===== src/ckmer_pkg.sv =====
`timescale 1ns / 1ps
// ----------------------------------------------------------------------------
// ckmer_pkg
// shared types, character codes and window helpers for the k-mer extractor
// ----------------------------------------------------------------------------
package ckmer_pkg;

	localparam int MAX_K  = 32;
	localparam int KSZ_W  = 6;
	localparam int CHAR_W = 8;
	localparam int WIN_W  = 2 * MAX_K;
	localparam int SH_W   = KSZ_W + 1;

	typedef logic [KSZ_W-1:0]  ksize_t;
	typedef logic [CHAR_W-1:0] char_t;
	typedef logic [WIN_W-1:0]  window_t;
	typedef logic [1:0]        base_code_t;

	localparam char_t CHAR_A = 8'h41;
	localparam char_t CHAR_C = 8'h43;
	localparam char_t CHAR_G = 8'h47;
	localparam char_t CHAR_T = 8'h54;

	localparam base_code_t CODE_C = 2'd0;
	localparam base_code_t CODE_A = 2'd1;
	localparam base_code_t CODE_T = 2'd2;
	localparam base_code_t CODE_G = 2'd3;

	localparam ksize_t KSIZE_RESET = ksize_t'(MAX_K);

	typedef struct packed {
		char_t base_char;
		logic  read_start;
	} in_beat_t;

	function automatic ksize_t eff_k(input ksize_t k);
		ksize_t r;
		r = k;
		if (k == '0)
			r = ksize_t'(1);
		else if (k > ksize_t'(MAX_K))
			r = ksize_t'(MAX_K);
		return r;
	endfunction

	function automatic window_t window_mask(input ksize_t k);
		window_t m;
		if (k >= ksize_t'(MAX_K))
			m = '1;
		else
			m = (window_t'(1) << {k, 1'b0}) - window_t'(1);
		return m;
	endfunction

endpackage


===== src/ckmer_ifs.sv =====
`timescale 1ns / 1ps
// ----------------------------------------------------------------------------
// ckmer channel interfaces
// valid/ready channels for read characters, k-mer results and configuration
// ----------------------------------------------------------------------------
interface ckmer_in_if;
	import ckmer_pkg::*;
	logic  valid;
	logic  ready;
	char_t base_char;
	logic  read_start;
	modport source (output valid, base_char, read_start, input ready);
	modport sink (input valid, base_char, read_start, output ready);
endinterface

interface ckmer_out_if;
	import ckmer_pkg::*;
	logic    valid;
	logic    ready;
	window_t canonical_kmer;
	modport source (output valid, canonical_kmer, input ready);
	modport sink (input valid, canonical_kmer, output ready);
endinterface

interface ckmer_cfg_if;
	import ckmer_pkg::*;
	logic   valid;
	logic   ready;
	ksize_t k_len;
	modport source (output valid, k_len, input ready);
	modport sink (input valid, k_len, output ready);
endinterface


===== src/ckmer_in_stage.sv =====
`timescale 1ns / 1ps
// ----------------------------------------------------------------------------
// ckmer_in_stage
// input register for read characters, refilled in the cycle it drains
// ----------------------------------------------------------------------------
module ckmer_in_stage (
	input  logic               clk,
	input  logic               arst_n,
	ckmer_in_if.sink           bases,
	input  logic               take,
	output logic               valid_s1,
	output ckmer_pkg::in_beat_t beat_s1
);
	import ckmer_pkg::*;

	logic load;

	assign bases.ready = !valid_s1 || take;
	assign load        = bases.valid && bases.ready;

	always_ff @(posedge clk or negedge arst_n) begin
		if (!arst_n) begin
			valid_s1 <= 1'b0;
		end else if (bases.ready) begin
			valid_s1 <= bases.valid;
		end
	end

	always_ff @(posedge clk) begin
		if (load) begin
			beat_s1.base_char  <= bases.base_char;
			beat_s1.read_start <= bases.read_start;
		end
	end

endmodule


===== src/ckmer_window.sv =====
`timescale 1ns / 1ps
// ----------------------------------------------------------------------------
// ckmer_window
// rolling forward and reverse-complement windows with canonical result register
// ----------------------------------------------------------------------------
module ckmer_window (
	input  logic                clk,
	input  logic                arst_n,
	input  ckmer_pkg::ksize_t   k_len,
	input  logic                beat_valid,
	input  ckmer_pkg::in_beat_t beat,
	output logic                take,
	ckmer_out_if.source         kmers
);
	import ckmer_pkg::*;

	window_t    fwd_q, rev_q;
	ksize_t     count_q;
	logic       out_valid_q;
	window_t    out_data_q;

	ksize_t     k;
	window_t    mask;
	logic       is_base;
	base_code_t code;
	window_t    fwd_base, rev_base, fwd_n, rev_n, result;
	ksize_t     cnt_base, cnt_inc, cnt_n;
	logic [SH_W-1:0] top_sh;
	logic       produce;
	logic       adv;

	assign take = !out_valid_q || kmers.ready;
	assign adv  = beat_valid && take;

	always_comb begin
		is_base = 1'b1;
		code    = CODE_C;
		case (beat.base_char)
			CHAR_C:  code = CODE_C;
			CHAR_A:  code = CODE_A;
			CHAR_T:  code = CODE_T;
			CHAR_G:  code = CODE_G;
			default: is_base = 1'b0;
		endcase
	end

	always_comb begin
		k        = eff_k(k_len);
		mask     = window_mask(k);
		top_sh   = {k, 1'b0} - SH_W'(2);
		fwd_base = beat.read_start ? '0 : fwd_q;
		rev_base = beat.read_start ? '0 : rev_q;
		cnt_base = beat.read_start ? '0 : count_q;
		fwd_n    = ((fwd_base << 2) | WIN_W'(code)) & mask;
		rev_n    = (((rev_base & mask) >> 2) | (WIN_W'(2'd3 - code) << top_sh)) & mask;
		cnt_inc  = (cnt_base < k) ? cnt_base + ksize_t'(1) : cnt_base;
		cnt_n    = (cnt_inc > k) ? k : cnt_inc;
		produce  = is_base && (cnt_n == k);
		result   = (fwd_n >= rev_n) ? fwd_n : rev_n;
	end

	always_ff @(posedge clk or negedge arst_n) begin
		if (!arst_n) begin
			fwd_q   <= '0;
			rev_q   <= '0;
			count_q <= '0;
		end else if (adv) begin
			if (is_base) begin
				fwd_q   <= fwd_n;
				rev_q   <= rev_n;
				count_q <= cnt_n;
			end else begin
				fwd_q   <= '0;
				rev_q   <= '0;
				count_q <= '0;
			end
		end
	end

	always_ff @(posedge clk or negedge arst_n) begin
		if (!arst_n) begin
			out_valid_q <= 1'b0;
		end else if (take) begin
			out_valid_q <= adv && produce;
		end
	end

	always_ff @(posedge clk) begin
		if (adv && produce) begin
			out_data_q <= result;
		end
	end

	assign kmers.valid          = out_valid_q;
	assign kmers.canonical_kmer = out_data_q;

endmodule


===== src/canonical_kmer_stream.sv =====
// path: a character beat is accepted into the input register, and its k-mer
// is then registered in the result register, where the sink can take it
// throughput: one character beat per cycle, stalls only while the result
// register holds an untaken k-mer
// reset: arst_n clears both windows, the base count and the valid flags,
// and sets the k-mer length to 32
`timescale 1ns / 1ps
// ----------------------------------------------------------------------------
// canonical_kmer_stream
// canonical 2-bit k-mer extractor over a stream of read characters
// ----------------------------------------------------------------------------
module canonical_kmer_stream (
	input  logic        clk,
	input  logic        arst_n,
	ckmer_cfg_if.sink   cfg,
	ckmer_in_if.sink    bases,
	ckmer_out_if.source kmers
);
	import ckmer_pkg::*;

	ksize_t   k_len_q;
	logic     valid_s1;
	in_beat_t beat_s1;
	logic     take;

	assign cfg.ready = 1'b1;

	always_ff @(posedge clk or negedge arst_n) begin
		if (!arst_n) begin
			k_len_q <= KSIZE_RESET;
		end else if (cfg.valid && cfg.ready) begin
			k_len_q <= cfg.k_len;
		end
	end

	ckmer_in_stage u_in (
		.clk      (clk),
		.arst_n   (arst_n),
		.bases    (bases),
		.take     (take),
		.valid_s1 (valid_s1),
		.beat_s1  (beat_s1)
	);

	ckmer_window u_win (
		.clk        (clk),
		.arst_n     (arst_n),
		.k_len      (k_len_q),
		.beat_valid (valid_s1),
		.beat       (beat_s1),
		.take       (take),
		.kmers      (kmers)
	);

endmodule


===== src/flat_wrapper.sv =====
// flat-port wrapper written by rule: the top's interface ports become plain ports
module canonical_kmer_stream_flat import ckmer_pkg::*;
  (clk, arst_n, cfg_valid, cfg_k_len, cfg_ready, bases_valid, bases_base_char, bases_read_start, bases_ready, kmers_valid, kmers_canonical_kmer, kmers_ready);
  ckmer_cfg_if cfg_i ();
  ckmer_in_if bases_i ();
  ckmer_out_if kmers_i ();
  input  logic clk;
  input  logic arst_n;
  input wire logic [$bits(cfg_i.valid)-1:0] cfg_valid;
  input wire logic [$bits(cfg_i.k_len)-1:0] cfg_k_len;
  output wire logic [$bits(cfg_i.ready)-1:0] cfg_ready;
  input wire logic [$bits(bases_i.valid)-1:0] bases_valid;
  input wire logic [$bits(bases_i.base_char)-1:0] bases_base_char;
  input wire logic [$bits(bases_i.read_start)-1:0] bases_read_start;
  output wire logic [$bits(bases_i.ready)-1:0] bases_ready;
  output wire logic [$bits(kmers_i.valid)-1:0] kmers_valid;
  output wire logic [$bits(kmers_i.canonical_kmer)-1:0] kmers_canonical_kmer;
  input wire logic [$bits(kmers_i.ready)-1:0] kmers_ready;
  assign cfg_i.valid = cfg_valid;
  assign cfg_i.k_len = cfg_k_len;
  assign cfg_ready = cfg_i.ready;
  assign bases_i.valid = bases_valid;
  assign bases_i.base_char = bases_base_char;
  assign bases_i.read_start = bases_read_start;
  assign bases_ready = bases_i.ready;
  assign kmers_valid = kmers_i.valid;
  assign kmers_canonical_kmer = kmers_i.canonical_kmer;
  assign kmers_i.ready = kmers_ready;
  canonical_kmer_stream u_core (.clk(clk), .arst_n(arst_n), .cfg(cfg_i), .bases(bases_i), .kmers(kmers_i));
endmodule

===== config.mk =====
export PLATFORM = sky130hd
export DESIGN_NAME = canonical_kmer_stream_flat
export DESIGN_NICKNAME = d
export VERILOG_FILES = /design/src/ckmer_pkg.sv /design/src/ckmer_ifs.sv /design/src/ckmer_in_stage.sv /design/src/ckmer_window.sv /design/src/canonical_kmer_stream.sv /design/src/flat_wrapper.sv
export SDC_FILE = /design/constraint.sdc
export NUM_CORES = 1
export LEC_CHECK = 0
export ABC_AREA = 0
export BUFFER_PORTS_ARGS = -buffer_cell sky130_fd_sc_hd__buf_2
export CORE_MARGIN = 1
export CORE_UTILIZATION = 45
export DETAILED_ROUTE_END_ITERATION = 12
export GPL_TIMING_DRIVEN = 0
export PLACE_DENSITY = 0.66
export SKIP_CTS_REPAIR_TIMING = 1
export SLEW_MARGIN = 40
export SYNTH_ARGS = -nofsm -noshare
export SYNTH_HDL_FRONTEND = slang
export SYNTH_HIERARCHICAL = 1
export SYNTH_SLANG_ARGS = --single-unit

===== constraint.sdc =====
create_clock -name clk -period 6.95 [get_ports clk]
set_input_delay 0.695 -clock clk [delete_from_list [all_inputs] [get_ports clk]]
set_output_delay 0.695 -clock clk [all_outputs]
set_load 0.05 [all_outputs]

==> results of run 1 <==
## path summary, 6_finish.rpt
path / from / to / slack, ns / cells past startpoint
max in group asynchronous: arst_n / u_core/u_win/fwd_q[47] / 6.33 / 2
setup reg to reg: u_core/k_len_q[3] / u_core/u_win/kmers.canonical_kmer[19] / 0.12 / 24
hold / removal: arst_n / u_core/u_win/rev_q[8] / 0.005 / 1
hold reg to reg: u_core/u_win/count_q[5] / u_core/u_win/count_q[5] / 0.48 / 2
min in group clk: bases_base_char[7] / u_core/u_in/beat_s1[8] / 0.34 / 1
setup / recovery: u_core/k_len_q[3] / u_core/u_win/kmers.canonical_kmer[19] / 0.12 / 24
## kinds of logic (layout without fill, tap and decap cells)
| logic type | after synthesis | in the layout | share of synthesized area, % |
|---|---|---|---|
| flip-flops | 211 | 211 | 42.7 |
| adder cells (fa/ha/maj) | 81 | 81 | 7.67 |
| buffers and inverters | 166 | 312 | 5.35 |
| AND/OR/NAND/NOR | 502 | 502 | 17.8 |
| other | 1 | 2 | 0.0284 |
| AO/OA/AOI/OAI | 366 | 366 | 18.0 |
| multiplexers | 78 | 78 | 6.29 |
| XOR/XNOR | 28 | 28 | 2.13 |
## per-layer routing
metal | vias to the layer above | track usage, % | part of all wire (%)
met5 | - | 0 | 0
li1 | 5369 | - | -
met3 | 139 | 5.00 | 7.5
met2 | 529 | 48.5 | 45
met1 | 5716 | 40.7 | 42
met4 | 0 | 14.7 | 5.3
## cells in the final DEF, fill, tap and decap left out, drive strengths merged, types with 5 or more instances in the layout
master	Yosys	final
a211oi	5	5
a21o	16	16
a21oi	50	50
a22o	41	41
a22oi	27	27
a31oi	5	5
a32oi	6	6
and2	26	26
and3	10	10
buf	32	135
clkbuf	48	79
clkinv	0	6
dfrtp	137	137
edfxtp	73	73
ha	81	81
inv	86	87
mux2	20	20
mux2i	58	58
nand2	242	242
nand2b	14	14
nand3	32	32
nand4	14	14
nor2	94	94
nor2b	9	9
nor3	17	17
nor4	5	5
o211ai	8	8
o21ai	162	162
or2	18	18
xnor2	15	15
xor2	12	12
## critical path, stage by stage (launching register included)
cell and delay, ns:
dfrtp_2 0.48, buf_4 0.21, nor4_2 0.28, nor2_1 0.12
nor2_4 0.19, inv_2 0.07, buf_4 0.21, ha_1 0.23
buf_6 0.14, or3_1 0.35, buf_2 0.21, nor2_1 0.32
nor2_1 0.22, nor4_1 0.71, a31oi_1 0.20, ha_1 0.37
nand4_1 0.13, or4_1 0.61, a21oi_1 0.25, a211o_1 0.20
o21ai_0 0.16, nand3_1 0.13, buf_8 0.20, buf_12 0.18
mux2_1 0.35
## sequential cells by signal, summed over array words and instances (netlist names)
register,count
u_core/u_in/valid_s1,1
u_core/k_len_q,6
u_core/u_in/beat_s1,9
u_core/u_win/kmers.canonical_kmer,64
u_core/u_win/count_q,6
u_core/u_win/fwd_q,62
u_core/u_win/rev_q,62
u_core/u_win/kmers.valid,1
## Yosys cell counts, types with 13 or more instances
| cell | n |
|---|---|
| o21ai_0 | 141 |
| a21oi_1 | 50 |
| and2_1 | 25 |
| nor2_1 | 90 |
| inv_1 | 84 |
| mux2i_1 | 57 |
| nand4_1 | 14 |
| clkbuf_1 | 48 |
| xnor2_1 | 14 |
| ha_1 | 81 |
| nand2_1 | 242 |
| edfxtp_1 | 73 |
| buf_2 | 13 |
| dfrtp_1 | 137 |
| nand3_1 | 32 |
| o21ai_1 | 19 |
| a22oi_1 | 27 |
| a22o_1 | 41 |
| a21o_1 | 16 |
## power breakdown
| group | switching [W] | internal, W |
|---|---|---|
| sequential | 0.00000980 | 0.00130 |
| clock | 0.000535 | 0.000808 |
| combinational | 0.000704 | 0.000356 |
## layout make-up
cell class	count	area, um2	area share, %
timing repair buffer	101	598	3.89
sequential	211	5650	36.8
inverter	86	323	2.10
buffer	79	413	2.69
tap	384	480	3.13
clock buffer	34	689	4.49
antenna	1	2.50	0.0163
multi-input combinational	1056	7060	45.9
clock inverter	12	151	0.985
## per-stage QoR
step	hold WS (ns)	setup WS, ns	utilization, %	setup TNS [ns]
after floorplan	0.399	0.305	-	0
after CTS	-0.0113	-1.76	52.5	-99.41
after global routing	0.00142	-0.0407	53.4	-0.160
after global placement	0.456	-2.42	49.1	-276.10
after detailed placement	0.466	-1.73	49.6	-97.80
final	0.00546	0.120	53.4	0
==> summary.md, run 1 <==
| Metric | Value |
|---|---|
| Die height | 173 um |
| Worst hold path class | in -> async |
| Vias | 11800 |
| Initial antenna violation count | 2 |
| Synthesized area per cell | 9.23 um2 |
| Power density over the cells | 242 nW/um2 |
| Clk buf depth | 3 |
| Total GRT Usage | 30.6% |
| Port Buffer Count | 84 |
| # IOs | 87 |
| Remaining DRCs | 0 |
| Die Area | 30100 um2 |
| Final Wtd Congestion | 1.07 |
| Post-synth top area cell | dfrtp_1 |
| Die W | 173 um |
| Main synth FF type | dfrtp_1 |
| Relative slew slack | 33.5% |
| Endpoint class of the critical path | flop |
| Total power | 0.00371 W |
| WP data required | 7.22 ns |
| Cells after Synth | 1433 |
| Tmin final | 6.83 ns |
| Fillers | 2708 |
| Largest net degree at the start of global routing | 68 |
| Num CTS Buffers | 25 |
| Vias in the first global route | 11400 |
| FF+latch count, synth | 211 |
| Layout Cells excl Fill | 1964 |
| Clock insertion delay at the later pin of the skew report | 0.55 ns |
| DP Area | 14300 um2 |
| Post-synth net total | 1534 |
| Worst Tran Pin Value | 0.998 ns |
| Placed Cells incl. Taps | 1910 |
| Final hold violation count | 0 |
| Vias/cell | 5.98 |
| Final wirelength | 46300 um |
| Clock Skews | 0.0306 ns |
| TritonRoute pass-1 iters | 6 |
| H-Tree Depth | 1 |
| FP Rows | 62 |
| CTS tree | built |
| Initial core utilization | 45.9% |
| Fin area | 15400 um2 |
| Core Region | 28800 um2 |
| Fraction of layout cells with a size suffix above 1 | 16.8% |
| Antenna-violating nets left | 0 |
| Post-synth EDFFs | 73 |
| Synth cell types | 94 |
| WL per Instance | 23.6 um |
| Clock Tree Root | clkbuf_16 |
| Asr flop ratio synth | 65.4% |
| Largest cells by area after synthesis | dfrtp_1 (26%), edfxtp_1 (17%), ha_1 (7.7%), nand2_1 (6.9%), o21ai_0 (5.3%) |
| Initial detailed-routing violation count | 1092 |
| First-pass GRT wire length | 69400 um |
| Achievable Freq | 0.146 GHz |
| Synth Cell Area | 13200 um2 |
| Seq/Total Area, Yosys | 42.7% |
| Setup violations, final | 0 |
| Net count, final | 1661 |
| Worst Path Arrival | 7.10 ns |
| Slew Limit Fails | 0 |
| Syn-to-layout area delta | 16.2% |
| Part of the cycle the worst path needs | 98.3% |
| MaxCap Viol Count | 0 |
| Synth top area share | 25.9% |
| Peak VDD IR | 0.206 mV |
| Yosys warnings | 6 |
| Total global routing overflow | 0 |
| Crit path launch type | flop |
| Leakage dissipation | 6.66 nW |
| Status | complete, no violations |
| Crit-path max FO | 12 |
| Clock sinks | 211 |
| Worst-path clk slew | 0.06 ns |
| Critical path type | reg -> reg |
| DP Wirelength | 34300 um |
Power figures use the tool's default switching activity.
==> run 2, diff against run 1 <==
--- a/config.mk
+++ b/config.mk
@@ -11,6 +11,7 @@
 export CORE_UTILIZATION = 45
 export DETAILED_ROUTE_END_ITERATION = 12
 export GPL_TIMING_DRIVEN = 0
+export HOLD_SLACK_MARGIN = 0.12
 export PLACE_DENSITY = 0.66
 export SKIP_CTS_REPAIR_TIMING = 1
 export SLEW_MARGIN = 40
==> run 2 against run 1 <==
Against the previous run: global-route usage unchanged; fmax increased by 0.24%; sequential share of layout area about the same; wire length decreased by 0.14%; clock skew decreased by 0.0024 ns; combinational power about the same; highest routed layer unchanged.
==> summary.md, run 2 (synthesized netlist as in run 1, its figures left out) <==
| Metric | Value |
|---|---|
| Clock Tree Root | clkbuf_16 (unchanged) |
| First-pass GRT wire length | 69400 um (unchanged) |
| Net count, final | 1662 (was 1661) |
| Total GRT Usage | 30.6% (unchanged) |
| Slew Limit Fails | 0 (unchanged) |
| Endpoint class of the critical path | flop (unchanged) |
| Reg-to-reg slack, setup | 0.14 ns (was 0.12 ns) |
| Setup violations, final | 0 (unchanged) |
| Leakage dissipation | 6.66 nW (about the same) |
| Vias | 11700 (was 11800) |
| Hold Crit Start | bases_base_char[7] |
| Part of the cycle the worst path needs | 98.0% (was 98.3%) |
| Most common cell after layout, fill and taps aside | nand2_1 (unchanged) |
| CP max-delay cell | nor4_1 (unchanged) |
| Total power | 0.00371 W (about the same) |
| Core Region | 28800 um2 (unchanged) |
| Fillers | 2707 (was 2708) |
| Vias in the first global route | 11400 (unchanged) |
| Largest net degree at the start of global routing | 68 (unchanged) |
| Worst-path clk slew | 0.06 ns (about the same) |
| Clock insertion delay at the later pin of the skew report | 0.55 ns (about the same) |
| FF-to-FF End | u_core/u_win/kmers.canonical_kmer[19] (unchanged) |
| Fin area | 15400 um2 (about the same) |
| Crit-path most repeated cell | nor2_1 (unchanged) |
| Cell Chain, Critical Path | buf_4 > nor4_2 > nor2_1 > nor2_4 > inv_2 > buf_4 > ha_1 > buf_6 > or3_1 > buf_2 > nor2_1 > nor2_1 > nor4_1 > a31oi_1 > ha_1 > nand4_1 > or4_1 > a21oi_1 > a211o_1 > o21ai_0 > nand3_1 > buf_8 > buf_12 > mux2_1 (unchanged) |
| H-Tree Depth | 1 (unchanged) |
| Initial detailed-routing violation count | 1223 (was 1092) |
| Power density over the cells | 241 nW/um2 (was 242 nW/um2) |
| WL per Instance | 23.5 um (was 23.6 um) |
| CP startpoint | u_core/k_len_q[3] (unchanged) |
| Die W | 173 um (unchanged) |
| Clock sinks | 211 (unchanged) |
| Crit path largest cell delay | 0.69 ns (was 0.71 ns) |
| WP data required | 7.22 ns (about the same) |
| Total global routing overflow | 0 (unchanged) |
| Final wirelength | 46200 um (was 46300 um) |
| MaxCap Viol Count | 0 (unchanged) |
| Worst R2R Path Depth | 24 (unchanged) |
| Vias/cell | 5.95 (was 5.98) |
| Clock Skews | 0.0283 ns (was 0.0306 ns) |
| Antenna-violating nets left | 0 (unchanged) |
| Status | complete, no violations (unchanged) |
| Worst Tran Pin Value | 0.990 ns (was 0.998 ns) |
| WP buf/inv | 7 (unchanged) |
| DP Area | 14300 um2 (unchanged) |
| Fraction of layout cells with a size suffix above 1 | 16.8% (about the same) |
| Die Area | 30100 um2 (unchanged) |
| Placed Cells incl. Taps | 1910 (unchanged) |
| Num CTS Buffers | 25 (unchanged) |
| Sequential cell area | 5650 um2 (unchanged) |
| Area occupied by multi-input gates | 7060 um2 (unchanged) |
| Crit-path max FO | 12 (unchanged) |
| Remaining DRCs | 0 (unchanged) |
| Final Wtd Congestion | 1.07 (unchanged) |
| Tmin final | 6.81 ns (was 6.83 ns) |
| Crit path launch type | flop (unchanged) |
| Critical path type | reg -> reg (unchanged) |
| Clk buf depth | 3 (unchanged) |
| Commonest cells after routing, fill and taps aside | nand2_1 (239), o21ai_0 (141), dfrtp_1 (135), buf_2 (97), inv_1 (84) (unchanged) |
| FP Rows | 62 (unchanged) |
| Die height | 173 um (unchanged) |
| Initial antenna violation count | 2 (unchanged) |
| CP Capture Point | u_core/u_win/kmers.canonical_kmer[19] (unchanged) |
| CTS tree | built (unchanged) |
| Initial core utilization | 45.9% (unchanged) |
| Final hold violation count | 0 (unchanged) |
| Crit-path leading delay family | simple AND/OR/NAND/NOR gates (unchanged) |
| Syn-to-layout area delta | 16.3% (was 16.2%) |
| PnR worst setup slack | 0.137 ns (was 0.120 ns) |
| DP Wirelength | 34300 um (unchanged) |
| Stages on the worst setup path | 24 (unchanged) |
| # IOs | 87 (unchanged) |
| TritonRoute pass-1 iters | 6 (unchanged) |
| Achievable Freq | 0.147 GHz (was 0.146 GHz) |
| Worst Path Arrival | 7.08 ns (was 7.10 ns) |
| RR Startpoint | u_core/k_len_q[3] (unchanged) |
| Relative slew slack | 34.0% (was 33.5%) |
| Port Buffer Count | 84 (unchanged) |
| Number of flip-flops in the largest register | 64 (unchanged) |
| Pre-CTS setup slack | -1.73 ns (unchanged) |
| Peak VDD IR | 0.205 mV (was 0.206 mV) |
| Layout Cells excl Fill | 1966 (was 1964) |
| Worst hold path class | in -> reg (was in -> async) |
| Hold slack | 0.335 ns (was 0.00546 ns) |
[run 2: changes by cell type in the layout (fill, tap and decap cells not counted)]
| cell | before | now |
|---|---|---|
| diode_2 | 1 | 2 |
| dlygate4sd3_1 | 0 | 1 |
[run 2: worst min path at each step]
stage          slack (ns)  cells after the start                endpoint
2_1_floorplan        0.40                      0       u_core/k_len_q[0]
3_3_place_gp         0.46                      2  u_core/u_win/fwd_q[61]
3_5_place_dp         0.47                      2  u_core/u_win/fwd_q[61]
4_1_cts             -0.01                      1   u_core/u_win/rev_q[8]
5_1_grt              0.32                      1  u_core/u_in/beat_s1[3]
6_report             0.33                      1  u_core/u_in/beat_s1[8]
[run 2: layer usage]
layer  vias to the layer above  track usage [%]  routed length [um]  part of all wire, %
met5                         -                0                   0                    0
li1                       5364                -                   -                    -
met3                       129             5.00                3430                  7.4
met1                      5697             40.7               19600                   42
met4                         0             14.7                2330                  5.0
met2                       516             48.5               20900                   45
[run 2: report_power, final]
group | leakage (nW) | internal, W | switching [W]
Combinational | 3.77 | 0.000357 | 0.000703
Sequential | 2.48 | 0.00130 | 0.00000987
Clock | 0.408 | 0.000808 | 0.000536
Total | 6.66 | 0.00246 | 0.00125
[run 2: area by class of cell]
class                           count  area share (%)
Inverter                           86            2.10
Antenna cell                        2          0.0325
Multi-Input combinational cell   1056            45.9
Timing Repair Buffer              102            3.95
Sequential cell                   211            36.7
Clock buffer                       34            4.48
Buffer                             79            2.68
Tap cell                          384            3.12
Clock inverter                     12           0.984
[run 2: stage by stage]
stage	TNS (ns)	utilization, %
floorplan	0	-
global placement	-276.10	49.1
detailed placement	-97.80	49.6
CTS	-99.41	52.5
global route	-0.160	53.4
finish	0	53.4
